**src/rtl/slot_store_first_free_core_macros.svh**
```systemverilog
// Assertion macros used by the slot store top level.
// Define ASSERT_OFF to compile every assertion away.
`ifndef SLOT_STORE_FIRST_FREE_CORE_MACROS_SVH
`define SLOT_STORE_FIRST_FREE_CORE_MACROS_SVH
`ifndef ASSERT_OFF
`define SSSF_ASSERT_IMPLY(lbl, clk, rstn, ante, cons) \
	lbl: assert property (@(posedge clk) disable iff (!rstn) (ante) |-> (cons)) \
		else $error("slot store assertion failed");
`define SSSF_ASSERT_NEXT(lbl, clk, rstn, ante, cons) \
	lbl: assert property (@(posedge clk) disable iff (!rstn) (ante) |=> (cons)) \
		else $error("slot store assertion failed");
`else
`define SSSF_ASSERT_IMPLY(lbl, clk, rstn, ante, cons)
`define SSSF_ASSERT_NEXT(lbl, clk, rstn, ante, cons)
`endif
`endif

```
**src/rtl/sssf_pkg.sv**
```systemverilog
// Package for the slot store: sizes, operation and status codes, payload types.
// Used by every module of the block; depends on nothing.
package sssf_pkg;

	localparam int SLOTS       = 16;
	localparam int SLOT_W      = $clog2(SLOTS);
	localparam int CNT_W       = $clog2(SLOTS + 1);
	localparam int COST_W      = 24;
	localparam int KIND_W      = 2;
	localparam int DISC_MUL    = 9;
	localparam int DIVISOR     = 10;
	localparam int RECIP_SHIFT = 31;
	localparam int RECIP_W     = 31;
	localparam int PROD_W      = COST_W + RECIP_W;

	// Nine times the reciprocal of ten, rounded up at 2^31. The product bits above
	// the shift give the exact truncated nine tenths of every 24-bit cost.
	localparam longint RECIP_TEN = ((longint'(1) << RECIP_SHIFT) + DIVISOR - 1) / DIVISOR;
	localparam logic [RECIP_W-1:0] DISC_RECIP = RECIP_W'(RECIP_TEN * DISC_MUL);

	typedef enum logic [1:0] {
		OP_INSERT_K1,
		OP_INSERT_K2,
		OP_TAKE,
		OP_TAKE_DISC
	} op_t;

	typedef enum logic [1:0] {
		STAT_DONE,
		STAT_FULL,
		STAT_EMPTY
	} status_t;

	typedef struct packed {
		op_t               operation;
		logic [COST_W-1:0] item_cost;
	} req_t;

	typedef struct packed {
		status_t           status;
		logic [SLOT_W-1:0] slot_index;
		logic [KIND_W-1:0] item_kind;
		logic [COST_W-1:0] cost_out;
		logic [CNT_W-1:0]  occupied_count;
	} res_t;

	typedef struct packed {
		logic [SLOT_W-1:0] idx;
		logic              wr_en;
		logic              clr_en;
		logic [KIND_W-1:0] wr_kind;
		logic [COST_W-1:0] wr_cost;
	} slot_cmd_t;

	typedef struct packed {
		logic              occ_bit;
		logic [KIND_W-1:0] rd_kind;
		logic [COST_W-1:0] rd_cost;
		logic [CNT_W-1:0]  count;
	} slot_stat_t;

endpackage

```
**src/rtl/sssf_slots.sv**
```systemverilog
// Slot storage: occupancy flags, occupied count and the kind and cost memory.
// Depends on sssf_pkg.
module sssf_slots
	import sssf_pkg::*;
(
	input  logic       clk,
	input  logic       arst_n,
	input  slot_cmd_t  cmd,
	output slot_stat_t stat
);

	logic [SLOTS-1:0]  occ_q;
	logic [CNT_W-1:0]  count_q;
	logic [KIND_W-1:0] kind_mem [SLOTS];
	logic [COST_W-1:0] cost_mem [SLOTS];
	logic [KIND_W-1:0] rd_kind_q;
	logic [COST_W-1:0] rd_cost_q;

	always_ff @(posedge clk or negedge arst_n) begin
		if (!arst_n) begin
			occ_q   <= '0;
			count_q <= '0;
		end else begin
			if (cmd.wr_en) begin
				occ_q[cmd.idx] <= 1'b1;
				count_q        <= count_q + 1'b1;
			end else if (cmd.clr_en) begin
				occ_q[cmd.idx] <= 1'b0;
				if (count_q != '0) begin
					count_q <= count_q - 1'b1;
				end
			end
		end
	end

	always_ff @(posedge clk) begin
		if (cmd.wr_en) begin
			kind_mem[cmd.idx] <= cmd.wr_kind;
			cost_mem[cmd.idx] <= cmd.wr_cost;
		end
		rd_kind_q <= kind_mem[cmd.idx];
		rd_cost_q <= cost_mem[cmd.idx];
	end

	assign stat.occ_bit = occ_q[cmd.idx];
	assign stat.rd_kind = rd_kind_q;
	assign stat.rd_cost = rd_cost_q;
	assign stat.count   = count_q;

endmodule

```
**config.mk**
```make
export PLATFORM = sky130hd
export DESIGN_NAME = sssf_slots
export DESIGN_NICKNAME = d
export VERILOG_FILES = /design/src/rtl/slot_store_first_free_core_macros.svh /design/src/rtl/sssf_pkg.sv /design/src/rtl/sssf_slots.sv
export SDC_FILE = /design/constraint.sdc
export NUM_CORES = 1
export LEC_CHECK = 0
export BUFFER_PORTS_ARGS = -buffer_cell sky130_fd_sc_hd__buf_2
export CORE_MARGIN = 2
export CORE_UTILIZATION = 35
export DETAILED_ROUTE_END_ITERATION = 7
export GPL_ROUTABILITY_DRIVEN = 1
export SLEW_MARGIN = 20
export SYNTH_ARGS = -nofsm -noshare
export SYNTH_HDL_FRONTEND = slang
export SYNTH_SLANG_ARGS = --single-unit
```
**constraint.sdc**
```tcl
create_clock -name clk -period 2.31 [get_ports clk]
set_input_delay 0.231 -clock clk [delete_from_list [all_inputs] [get_ports clk]]
set_output_delay 0.231 -clock clk [all_outputs]
set_load 0.1 [all_outputs]
```
# Word level (Yosys, flattened, before mapping)
# Memory sizes are Yosys's and may differ from the RTL's. A register that Yosys moved wholly into a read port is not among the register bits.
# Cells that the tools add are included.
# totals
ff_bits,21
latch_bits,0
ram_bits,416
rom_bits,0
out_inout_bits,32
wordCells,27
mem_count,2
# op_classes
addsub,2
multipliers,0
div,0
n_lt_le_gt_ge,2
n_eq_ne,0
shifts,0
muxes,11
n_bitwise,3
n_reduce_logical,5
# mem_list
memory,words,width,rd,rd_ports_with_merged_regs,wr,line_no,rtl
cost_mem,16,24,1,1,1,sssf_slots.sv:15,logic [COST_W-1:0] cost_mem [SLOTS];
kind_mem,16,2,1,1,1,sssf_slots.sv:14,logic [KIND_W-1:0] kind_mem [SLOTS];
# op_table
cell,count
2-to-1 mux 16 bit,2
bitwise AND 16 bit,1
inverter 16 bit,1
OR 16 bit,1
2-to-1 mux 5 bit,3
adder 5 x 1 -> 5 bit (second input constant),1
< comparator 4 x 5 -> 1 bit (second input constant),1
nonzero test 5 bit,1
subtractor 5 x 1 -> 5 bit (second input constant),1
binary-select mux 1 bit (select 4 bit),1
demux 1 bit (select 4 bit),1
>= comparator 4 x 1 -> 1 bit (second input constant),1
2-to-1 mux 1 bit,4
nonzero test 2 bit,2
AND reduction 2 bit,1
logical AND 1 bit,1

# Logic depth before layout (Yosys ltp)
# Gate-level depths: netlist of the first run.
# depth
word_depth,8
mapped_depth,7

# Least setup slack after synthesis of the first run
# Ideal clock, no wire load.
# synth_path
path_kind,input port to flip-flop
startpoint,input port cmd[27] in the netlist's numbering
endpoint,"memory cost_mem[0][0], enable pin"
setup_ns,0.409
t_arrival_ns,2.259
required_time_ns,1.901
path_slack_ns,-0.357
path_stages,5
n_path_buf,2
path_cell_list,clkbuf_1 inv_1 or3_1 clkbuf_1 nor2_1
# synth_via
elab_chain_cells,2
# synth_rtl
element,line_no,rtl
"start, declared",sssf_slots.sv:8,"input slot_cmd_t cmd,"
2-to-1 mux 1 bit,sssf_slots.sv:37,if (cmd.wr_en) begin
2-to-1 mux 1 bit (implied by the code),sssf_slots.sv:39,cost_mem[cmd.idx] <= cmd.wr_cost;
"end, declared",sssf_slots.sv:15,
# Every way passes these cells.

==> metrics.md, run 1 <==
| Metric | Value |
|---|---|
| Layout Cells excl Fill | `1627` |
| Die Y | `226 µm` |
| Critical Path RT | `2.08 ns` |
| Unrepaired setup endpoints after global routing | `false` |
| Relative slew margins | `53.1%` |
| Post-placement cell count | `1531` |
| Outcome | `completed` |
| CTS tree | `done` |
| Longest Clk Path Bufs | `3` |
| Fin nets | `961` |
| Yosys Warn Count | `0` |
| Share of layout cells above drive strength 1 | `33.2%` |
| Vias in the first global route | `8755` |
| CTS H-tree lvls | `2` |
| WL per Instance | `22.9 µm` |
| Fin worst setup slack | `0.130 ns` |
| CTS Buf Count | `48` |
| R2R depth | `5` |
| Vias | `8255` |
| First-pass GRT wire length | `56.5 mm` |
| Switching power | `4.72 mW` |
| Final cycle utilization of the critical path | `94.4%` |
| Logic pwr share | `10.2%` |
| CP delay by family, top | `multiplexers` |
| Clock skew | `0.0174 ns` |
| Mapped cell area | `17200 µm²` |
| IO buf count | `65` |
| Final Setup Violations | `0` |
| CP max stage delay | `0.48 ns` |
| Achievable Freq | `0.459 GHz` |
| Gpl congestion | `0.726` |
| Worst-path maximum fanout | `2` |
| GRT met3 Usage | `2.94%` |
| Cell count along the critical path | `4` |
| Total power draw | `19.2 mW` |
| Die area | `51100 µm²` |
| Max-Cap Viols | `0` |
| Clock sinks | `463` |
| Residual DRC count | `0` |
| Antenna viol nets, final | `0` |
| Slowest cell on crit path | `mux4_2` |
| IO Pins | `66` |
| Hold Path Stages | `3` |
| Final hold vios | `0` |
| Worst path arrival time | `1.95 ns` |
| Worst Max-Slew Pin Slew | `0.704 ns` |
| Antenna cells | `0` |
| Via density | `5.07` |
| CP Cell Sequence | `mux4_2, a22oi_2, nand2_1, buf_6` |
| Startpoint types | `register` |
| Detailed placer's ending HPWL | `21.5 mm` |
| Worst slack at placement | `0.274 ns` |
| Clock share of power | `39.8%` |
| Chip width | `226 µm` |
| Post-synthesis sequential area ratio | `78.5%` |
| Total routed wirelength | `37.3 mm` |
| Syn Nets | `827` |
| Clk_lat worst skew | `0.58 ns` |
| Largest net degree at the start of global routing | `58` |
| Row cnt | `81` |
| Core area | `48700 µm²` |
| Setup TNS | `0 ns` |
| Yosys cell types | `33` |
| Crit end category | `output pin` |
| Initial Util | `35.4%` |
| Clock Tree Root | `clkbuf_16` |
| GR Util met2 | `24.2%` |
| Setup CP Type | `register to output pin` |
| Area Overhead vs Synth | `19.5%` |
| Number of setup buffers added after CTS | `0` |
| Crit path buf inv count | `1` |
| Hold Crit Class | `input pin to register` |
| 1st-pass router iterations | `5` |
| Leakage | `6.75 nW` |
| Overflow after GRT | `0` |
| Min Tclk post-route | `2.18 ns` |
| Initial antenna violation count | `3` |
| Clk pin slew, worst setup/hold paths | `0.06 ns` |
| Grt peak-use layer | `met2` |
| Max IR drop VDD | `0.566 mV` |
| Cell count after synthesis | `789` |
| Sw Ratio | `24.6%` |
| DR iter-0 viols | `649` |
| Power share of the sequential group | `50.0%` |
| Gr usage total | `15.2%` |
| Final Max Tran Viols | `0` |
| Grt met1 use | `21.0%` |
| FF+latch count, synth | `463` |
| Power per standard cell area | `931 nW/µm²` |
| Int Pwr | `14.5 mW` |
| Syn_area_per_cell | `21.9 µm²` |
-- layout make-up --
cell class	count	area [µm²]
clock buffer	65	1320
clock inverter	25	260
fill	4183	28100
inverter	1	3.75
multi-input combinational	282	3620
sequential	463	13500
tap	664	831
timing repair buffer	127	1030
-- layout by cell type, fill, tap and decap left out, types with 2 or more instances in the layout --
master           n
a21o_1           2
a21oi_1          2
a22oi_1         53
buf_12          17
buf_2           62
buf_4           40
buf_6            2
bufinv_16        4
clkbuf_1        12
clkbuf_16       48
clkbuf_8         5
clkinv_1         5
clkinv_2        10
clkinvlp_4       2
dfrtp_1         21
dfxtp_1         26
dlygate4sd3_1    6
edfxtp_1       416
ha_1             3
inv_6            2
mux4_1           5
mux4_2         103
nand2_1         34
nand2b_1         2
nand3_1          2
nand3b_1         4
nor2_1           4
nor2_4          17
nor2b_4          2
o21ai_0         36
xor2_1           2
-- synth_stat cells --
master / instances / area, µm²
a21o_1: 2 / 15.0
a21oi_1: 2 / 10.0
a22oi_1: 54 / 405
and2_1: 2 / 12.5
buf_1: 1 / 3.75
buf_2: 9 / 45.0
buf_4: 1 / 7.51
buf_6: 5 / 56.3
buf_8: 1 / 15.0
clkbuf_1: 26 / 97.6
dfrtp_1: 21 / 526
dfxtp_1: 26 / 521
edfxtp_1: 416 / 12500
fa_1: 1 / 20.0
ha_1: 3 / 37.5
inv_1: 1 / 3.75
mux2_2: 1 / 11.3
mux4_1: 5 / 131
mux4_2: 103 / 2320
nand2_1: 34 / 128
nand2b_1: 2 / 12.5
nand3_1: 2 / 10.0
nand3b_1: 4 / 30.0
nand4_1: 1 / 6.26
nor2_1: 21 / 78.8
nor2b_1: 2 / 12.5
nor4_1: 1 / 6.26
o21ai_0: 36 / 180
o221ai_1: 1 / 8.76
or2_2: 1 / 6.26
or3_1: 1 / 6.26
xnor2_1: 1 / 8.76
xor2_1: 2 / 17.5
-- tightest hold or removal path: cells and delay by family --
family / cells / cell delay (ns)
AO/OA/AOI/OAI: 1 / 0.07
AND/OR/NAND/NOR: 1 / 0.09
buffers and inverters: 1 / 0.17
-- repair_timing --
item                                    4_1_cts  5_1_grt
hold buffers                                  6        0
gates resized for setup                       1        2
endpoints found under the hold margin        79        0
endpoints found under the setup margin        1        1
-- layer usage --
metal / share of wire, % / vias up / routed length, µm
met5: 0.081 / - / 30
met4: 2.0 / 4 / 741
met3: 5.3 / 55 / 1990
met2: 48 / 229 / 18000
met1: 44 / 4393 / 16500
li1: - / 3574 / -
-- cell families (layout without fill, tap and decap cells) --
| logic type | after synthesis | in the layout | synth area share [%] |
|---|---|---|---|
| compound gates | 95 | 95 | 3.59 |
| xor+xnor | 3 | 3 | 0.152 |
| fa+ha+maj | 4 | 4 | 0.334 |
| buf+inv | 44 | 218 | 1.33 |
| flops | 463 | 463 | 78.5 |
| mux | 109 | 109 | 14.3 |
| simple gates | 71 | 71 | 1.79 |
-- flip-flops by register name, indices dropped and copies added, names as in the netlist, named ones only --
name,flops
kind_mem,32
rd_kind_q,2
cost_mem,384
rd_cost_q,24
count_q,5
-- path summary, 6_finish.rpt --
path / slack, ns / end / from
setup reg to reg: 0.51 / count_q[4]$_DFFE_PN0P_ / count_q[0]$_DFFE_PN0P_
setup / recovery: 0.13 / stat[31] / register
min in group asynchronous: 0.16 / count_q[2]$_DFFE_PN0P_ / arst_n
hold reg to reg: 0.51 / register / register
hold / removal: 0.03 / count_q[4]$_DFFE_PN0P_ / cmd[26]
max in group asynchronous: 1.81 / asynchronous set/reset pin / arst_n
-- per-stage QoR --
stage / cell area, µm² / util (%) / hold WS [ns]
detailed placement: 19000 / 38.9 / 0.228
CTS: 20600 / 42.2 / 0.000498
floorplan: 17300 / - / -0.0646
finish: 20600 / 42.3 / 0.0270
global route: 20600 / 42.3 / 0.0209
global placement: 19000 / 38.9 / 0.220
-- power by group through the flow --
stage / Sequential [mW] / Clock (mW) / Combinational (mW)
3_3_place_gp: 9.76 / 0 / 1.94
3_5_place_dp: 9.77 / 0 / 1.96
4_1_cts: 9.59 / 7.80 / 1.97
6_report: 9.59 / 7.64 / 1.96
2_1_floorplan: 10.4 / 0 / 0.743
5_1_grt: 9.62 / 8.15 / 2.10
Note: power is estimated with default switching activity, not from simulation.
==> inputs of run 2 (changes only) <==
ABC_AREA = 1   (was default)
==> run 2 against run 1 <==
Effect of this change: area after synthesis increased by 12%; hold slack improved by 0.011 ns; critical path depth grew 6; worst setup slack improved by 0.029 ns; power increased by 0.15%; critical path type is now input pin to output pin; largest power group unchanged.
==> metrics.md, run 2 <==
| Metric | Value |
|---|---|
| Core Util, Final | `40.8% (-1.5 points)` |
| Overflow after GRT | `0 (unchanged)` |
| Row cnt | `85 (+4.9%)` |
| Setup TNS | `0 ns (unchanged)` |
| Most common cell after layout, fill and taps aside | `nand2_1` |
| Die Y | `239 µm (+5.6%)` |
| Longest Clk Path Bufs | `3 (unchanged)` |
| Fin worst setup slack | `0.160 ns (+0.0294 ns)` |
| Number of flops mapped to enable cells by yosys | `416 (unchanged)` |
| CTS H-tree lvls | `2 (unchanged)` |
| Largest registers | `cost_mem x384, kind_mem x32, rd_cost_q x24` |
| Via density | `4.67 (-7.9%)` |
| Share of layout cells above drive strength 1 | `10.3% (-23 points)` |
| CP Cell Sequence | `buf_4, clkinv_2, buf_12, nand2_1, nand2_1, nand2_1, nand2_1, inv_1, nand2_1, buf_2` |
| Initial antenna violation count | `1 (-2)` |
| Unrepaired setup endpoints after global routing | `false` |
| Area occupied by registers | `13500 µm² (unchanged)` |
| Filler cell count | `5127 (+23%)` |
| Clock skew | `0.0176 ns (+0.000208 ns)` |
| Synth top area cells | `edfxtp_1 65%, nand2_1 23%, dfrtp_1 2.7%, dfxtp_1 2.7%, inv_1 1.2%` |
| Synth async-reset ratio | `4.54% (unchanged)` |
| Final cycle utilization of the critical path | `93.1% (-1.3 points)` |
| Number of setup buffers added after CTS | `0 (unchanged)` |
| Startpoint types | `input pin` |
| Initial Util | `35.6% (+0.22 points)` |
| Commonest non-fill, non-tap cells in the layout | `1203 x nand2_1, 416 x edfxtp_1, 63 x buf_2` |
| Main flop type after synthesis | `edfxtp_1` |
| CTS Buf Count | `45 (-6.3%)` |
| 1st-pass router iterations | `6 (+1)` |
| Synth cell count leaders | `1203 x nand2_1, 416 x edfxtp_1, 64 x inv_1, 40 x buf_2, 26 x dfxtp_1` |
| First-pass GRT wire length | `71.2 mm (+26%)` |
| Largest register FFs | `384 (unchanged)` |
| Post-synth top area cell | `edfxtp_1` |
| Vias in the first global route | `12413 (+42%)` |
| Power per standard cell area | `871 nW/µm² (-6.5%)` |
| Vias | `12628 (+53%)` |
| Yosys Warn Count | `0 (unchanged)` |
| Slowest cell on crit path | `buf_2` |
| Min Tclk post-route | `2.15 ns (-0.0294 ns)` |
| Achievable Freq | `0.465 GHz (+1.4%)` |
| Most frequent cell after synthesis | `nand2_1` |
| Antenna cells | `0 (unchanged)` |
| Total routed wirelength | `45.5 mm (+22%)` |
| Die area | `56900 µm² (+12%)` |
| Crit end category | `output pin` |
| Cell count after synthesis | `1893 (+140%)` |
| Setup CP Type | `input pin to output pin` |
| Residual DRC count | `0 (unchanged)` |
| Syn_area_per_cell | `10.2 µm² (-53%)` |
| Detailed placer's ending HPWL | `25.7 mm (+20%)` |
| CP dominant cell by count | `nand2_1` |
| Clock sinks | `463 (unchanged)` |
| Worst path arrival time | `1.92 ns (-0.03 ns)` |
| Clk pin slew, worst setup/hold paths | `0.06 ns (about the same)` |
| Post-synthesis sequential area ratio | `70.3% (-8.2 points)` |
| Worst-path maximum fanout | `108 (+106)` |
| Mapped cell area | `19300 µm² (+12%)` |
| Core area | `54100 µm² (+11%)` |
| Final Max Tran Viols | `0 (unchanged)` |
| Max-Cap Viols | `0 (unchanged)` |
| Relative slew margins | `35.7% (-17 points)` |
| Hold Crit Class | `input pin to register` |
| Gr usage total | `16.3% (+1.1 points)` |
| Fin nets | `2008 (+110%)` |
| CP max stage delay | `0.44 ns (-0.04 ns)` |
| Yosys cell types | `26 (-21%)` |
| Largest net degree at the start of global routing | `109 (+88%)` |
| WL per Instance | `16.8 µm (-26%)` |
| Max IR drop VDD | `0.514 mV (-9.2%)` |
| IO buf count | `65 (unchanged)` |
| Leakage | `9.40 nW (+39%)` |
| Syn Nets | `1931 (+130%)` |
| Gpl congestion | `0.832 (+15%)` |
| Clock Tree Root | `clkbuf_16` |
| Clk_lat worst skew | `0.57 ns (about the same)` |
| Total power draw | `19.2 mW (+0.15%)` |
| Final Setup Violations | `0 (unchanged)` |
| Worst Max-Slew Pin Slew | `0.964 ns (+0.261 ns)` |
| CTS tree | `done` |
| Worst slack at placement | `0.153 ns (-0.121 ns)` |
| DR iter-0 viols | `918 (+41%)` |
| Antenna viol nets, final | `0 (unchanged)` |
| Footprint of the multi-input gates | `5020 µm² (+39%)` |
| Chip width | `239 µm (+5.6%)` |
| Top-area cell type share of the netlist area | `64.8% (-7.6 points)` |
| Most flop-heavy register | `cost_mem` |
| Area Overhead vs Synth | `14.5%` |
| Critical Path RT | `2.08 ns (about the same)` |
| IO Pins | `66 (unchanged)` |
| FF+latch count, synth | `463 (unchanged)` |
| Final hold vios | `0 (unchanged)` |
| Outcome | `completed` |
[run 2: logic make-up (layout without fill, tap and decap cells)]
kind of cell	count (synthesis)	in the layout	synth area share (%)
compound gates	31	31	0.805
xor+xnor	3	3	0.136
fa+ha+maj	4	4	0.299
buf+inv	157	271	4.24
flops	463	463	70.3
simple gates	1235	1235	24.2
[run 2: worst max-delay path: cells and delay by family]
kind / cells / cell delay, ns
and+or+nand+nor: 5 / 0.39
buffers and inverters: 5 / 1.21
[run 2: report_power, final]
part	leakage [nW]	switching, mW	internal [mW]
registers	4.23	0.143	9.43
clock network	0.718	3.10	4.31
logic	4.45	1.74	0.501
[run 2: path summary, 6_finish.rpt]
path                                        start                          to  slack, ns  cells past startpoint
min in group asynchronous                  arst_n      count_q[4]$_DFFE_PN0P_       0.19                      2
min reg2reg                              register                    register       0.51                      2
max in group asynchronous                  arst_n  asynchronous set/reset pin       1.75                      2
max                                       cmd[29]                    stat[31]       0.16                     10
min                                       cmd[16]   cost_mem[3][16]$_DFFE_PP_       0.04                      1
max reg2reg                count_q[3]$_DFFE_PN0P_      count_q[4]$_DFFE_PN0P_       0.91                      6
[run 2: cell type report]
class,instances,share of cell area (%)
clock inverters,26,1.34
repair buffers,118,4.01
multi-input cells,1273,22.8
clock buffers,58,5.37
flip-flops and latches,463,61.4
well taps,696,3.95
inverters,69,1.20
[run 2: metrics by stage]
stage	hold slack, ns	area (µm²)	instances
after global placement	0.236	20600	2618
after detailed placement	0.238	20600	2618
after CTS	0.00709	22100	2703
final	0.0384	22100	2703
after global routing	0.0241	22100	2703
after floorplan	-0.0646	19300	1893
[run 2: routing by layer]
metal	up-vias	routed length, µm	track usage [%]
li1	6206	-	-
met1	6040	20400	21.5
met2	316	21700	27.6
met3	64	2560	3.05
met4	2	868	4.13
met5	-	13	0
[run 2: repair_timing]
item / 4_1_cts / 5_1_grt
hold buffers: 1 / 0
endpoints found under the setup margin: 0 / 0
resized for setup: 0 / 0
hold endpoints to repair: 21 / 0
==> inputs of run 3 (changes only) <==
REMOVE_ABC_BUFFERS = 1   (was default)
clock period = 2.3 ns   (was 2.31 ns; I/O delays follow)
==> run 3 against run 2 <==
Effect of this change: global-route usage up 0.64 points; clock skew up 0.0038 ns; hold slack worse by 0.010 ns.
==> metrics.md, run 3 (same netlist as run 2, synthesis figures left out) <==
| Metric | Value |
|---|---|
| Gr usage total | `16.9% (+0.64 points)` |
| DR iter-0 viols | `1075 (+17%)` |
| Overflow after GRT | `0 (unchanged)` |
| Largest register FFs | `384 (unchanged)` |
| Fin worst setup slack | `0.354 ns (+0.194 ns)` |
| Chip width | `239 µm (unchanged)` |
| First-pass GRT wire length | `73.6 mm (+3.3%)` |
| CTS H-tree lvls | `2 (unchanged)` |
| Longest Clk Path Bufs | `3 (unchanged)` |
| Die area | `56900 µm² (unchanged)` |
| Startpoint types | `register` |
| Residual DRC count | `0 (unchanged)` |
| Share of layout cells above drive strength 1 | `10.8% (+0.57 points)` |
| Achievable Freq | `0.514 GHz` |
| CTS tree | `done` |
| Clk_lat worst skew | `0.60 ns (+0.03 ns)` |
| GRT met3 Usage | `3.48% (+0.43 points)` |
| Critical Path RT | `2.07 ns (about the same)` |
| Initial antenna violation count | `2 (+1)` |
| Grt peak-use layer | `met2` |
| Core area | `54100 µm² (unchanged)` |
| Gpl congestion | `0.809 (-2.8%)` |
| IO buf count | `65 (unchanged)` |
| Post-route cell area | `22200 µm² (+0.78%)` |
| Post-placement cell count | `2617 (-0.038%)` |
| Final Max Tran Viols | `0 (unchanged)` |
| Total power draw | `19.9 mW (+3.4%)` |
| Max IR drop VDD | `1.02 mV (+99%)` |
| Max-Cap Viols | `0 (unchanged)` |
| Worst slack at placement | `0.415 ns (+0.262 ns)` |
| GR Util met2 | `27.2% (-0.33 points)` |
| Die Y | `239 µm (unchanged)` |
| Filler cell count | `5097 (-0.59%)` |
| Worst path arrival time | `1.72 ns (-0.20 ns)` |
| Min Tclk post-route | `1.95 ns` |
| Largest net degree at the start of global routing | `93 (-15%)` |
| Most flop-heavy register | `cost_mem` |
| Fin nets | `2018 (+0.50%)` |
| Largest registers | `cost_mem x384, kind_mem x32, rd_cost_q x24` |
| IO Pins | `66 (unchanged)` |
| CTS Buf Count | `50 (+11%)` |
| Clock skew | `0.0214 ns (+0.00381 ns)` |
| Post-CTS sizing | `0 (unchanged)` |
| Via density | `4.67 (about the same)` |
| Final hold vios | `0 (unchanged)` |
| Clock Tree Root | `clkbuf_16` |
| Vias | `12700 (+0.57%)` |
| Worst Max-Slew Pin Slew | `0.627 ns (-0.337 ns)` |
| Outcome | `completed` |
| Row cnt | `85 (unchanged)` |
| Detailed placer's ending HPWL | `27.0 mm (+4.7%)` |
| Crit end category | `output pin` |
| Setup CP Type | `register to output pin` |
| Initial Util | `35.6% (unchanged)` |
| Vias in the first global route | `12577 (+1.3%)` |
| Commonest non-fill, non-tap cells in the layout | `1203 x nand2_1, 416 x edfxtp_1, 62 x buf_2` |
| Unrepaired setup endpoints after global routing | `false` |
| Antenna viol nets, final | `0 (unchanged)` |
| Grt met1 use | `23.2% (+1.7 points)` |
| Placed Area | `20500 µm² (-0.14%)` |
| Worst-path maximum fanout | `2 (-98%)` |
| Final cycle utilization of the critical path | `84.6%` |
| Total routed wirelength | `47.5 mm (+4.4%)` |
| Leakage | `9.48 nW (+0.80%)` |
| WL per Instance | `17.5 µm (+3.8%)` |
| Most common cell after layout, fill and taps aside | `nand2_1` |
| Layout Cells excl Fill | `2718 (+0.55%)` |
| Clk pin slew, worst setup/hold paths | `0.06 ns (about the same)` |
| Hold Worst Slack | `0.0280 ns (-0.0105 ns)` |
| Area Overhead vs Synth | `15.4%` |
| Clock sinks | `463 (unchanged)` |
| 1st-pass router iterations | `5 (-1)` |
| Power per standard cell area | `894 nW/µm² (+2.6%)` |
| Hold Crit Class | `input pin to register` |
| Final Setup Violations | `0 (unchanged)` |
| Relative slew margins | `58.2% (+22 points)` |
[run 3: changes by cell type in the layout (fill, tap and decap cells not counted), moves of 2 or more]
cell           previous run  this run
buf_12                   12        10
buf_4                    41        43
bufinv_16                 6         4
clkbuf_1                 12         4
clkbuf_16                45        51
clkinv_1                 11        14
clkinv_2                  7        14
clkinv_8                  2         0
clkinvlp_4                1         5
dlygate4sd3_1             1         7
inv_2                     6         3
[run 3: what timing repair did]
item / CTS / global route
hold buffers: 7 / 0
buffers inserted: 0 / 0
hold endpoints to repair: 85 / 0
setup endpoints to repair: 0 / 0
[run 3: per-layer routing]
metal | routed length [µm] | up-vias | share of wire [%]
met3 | 2660 | 87 | 5.6
met1 | 21900 | 6084 | 46
met4 | 1130 | 4 | 2.4
met5 | 23 | - | 0.048
li1 | - | 6233 | -
met2 | 21800 | 292 | 46
[run 3: critical path, stage by stage (launching register included)]
cell	delay [ns]
dfrtp_1	0.37
nand2_1	0.08
nand2_1	0.09
nand2_1	0.05
nand2_1	0.06
nand2_1	0.05
nand2_1	0.07
inv_1	0.04
nand2_1	0.13
buf_12	0.19
[run 3: final timing paths]
path	from	slack, ns	depth (start not counted)	end
max	register	0.35	9	stat[31]
min	cmd[14]	0.03	1	cost_mem[7][14]$_DFFE_PP_
max reg2reg	count_q[3]$_DFFE_PN0P_	0.93	6	count_q[4]$_DFFE_PN0P_
min reg2reg	register	0.51	2	register
max in group asynchronous	arst_n	1.75	2	asynchronous set/reset pin
min in group asynchronous	arst_n	0.17	2	asynchronous set/reset pin
[run 3: cell type report]
cell class,count,area (µm²),area share [%]
Multi-Input combinational cell,1273,5020,22.6
Antenna cell,1,2.50,0.0113
Clock buffer,56,1310,5.87
Sequential cell,463,13500,60.9
Clock inverter,37,314,1.41
Tap cell,696,871,3.92
Timing Repair Buffer,123,915,4.11
Inverter,69,267,1.20
[run 3: power by group]
part           total [mW]  internal [mW]  switching [mW]
registers            9.61           9.47           0.142
logic                2.30          0.517            1.78
clock network        7.96           4.55            3.40
[run 3: per-stage QoR]
step	TNS (ns)	utilization, %
2_1_floorplan	-181.02	-
3_3_place_gp	0	37.9
3_5_place_dp	0	37.9
4_1_cts	0	41.1
5_1_grt	0	41.1
6_report	0	41.1
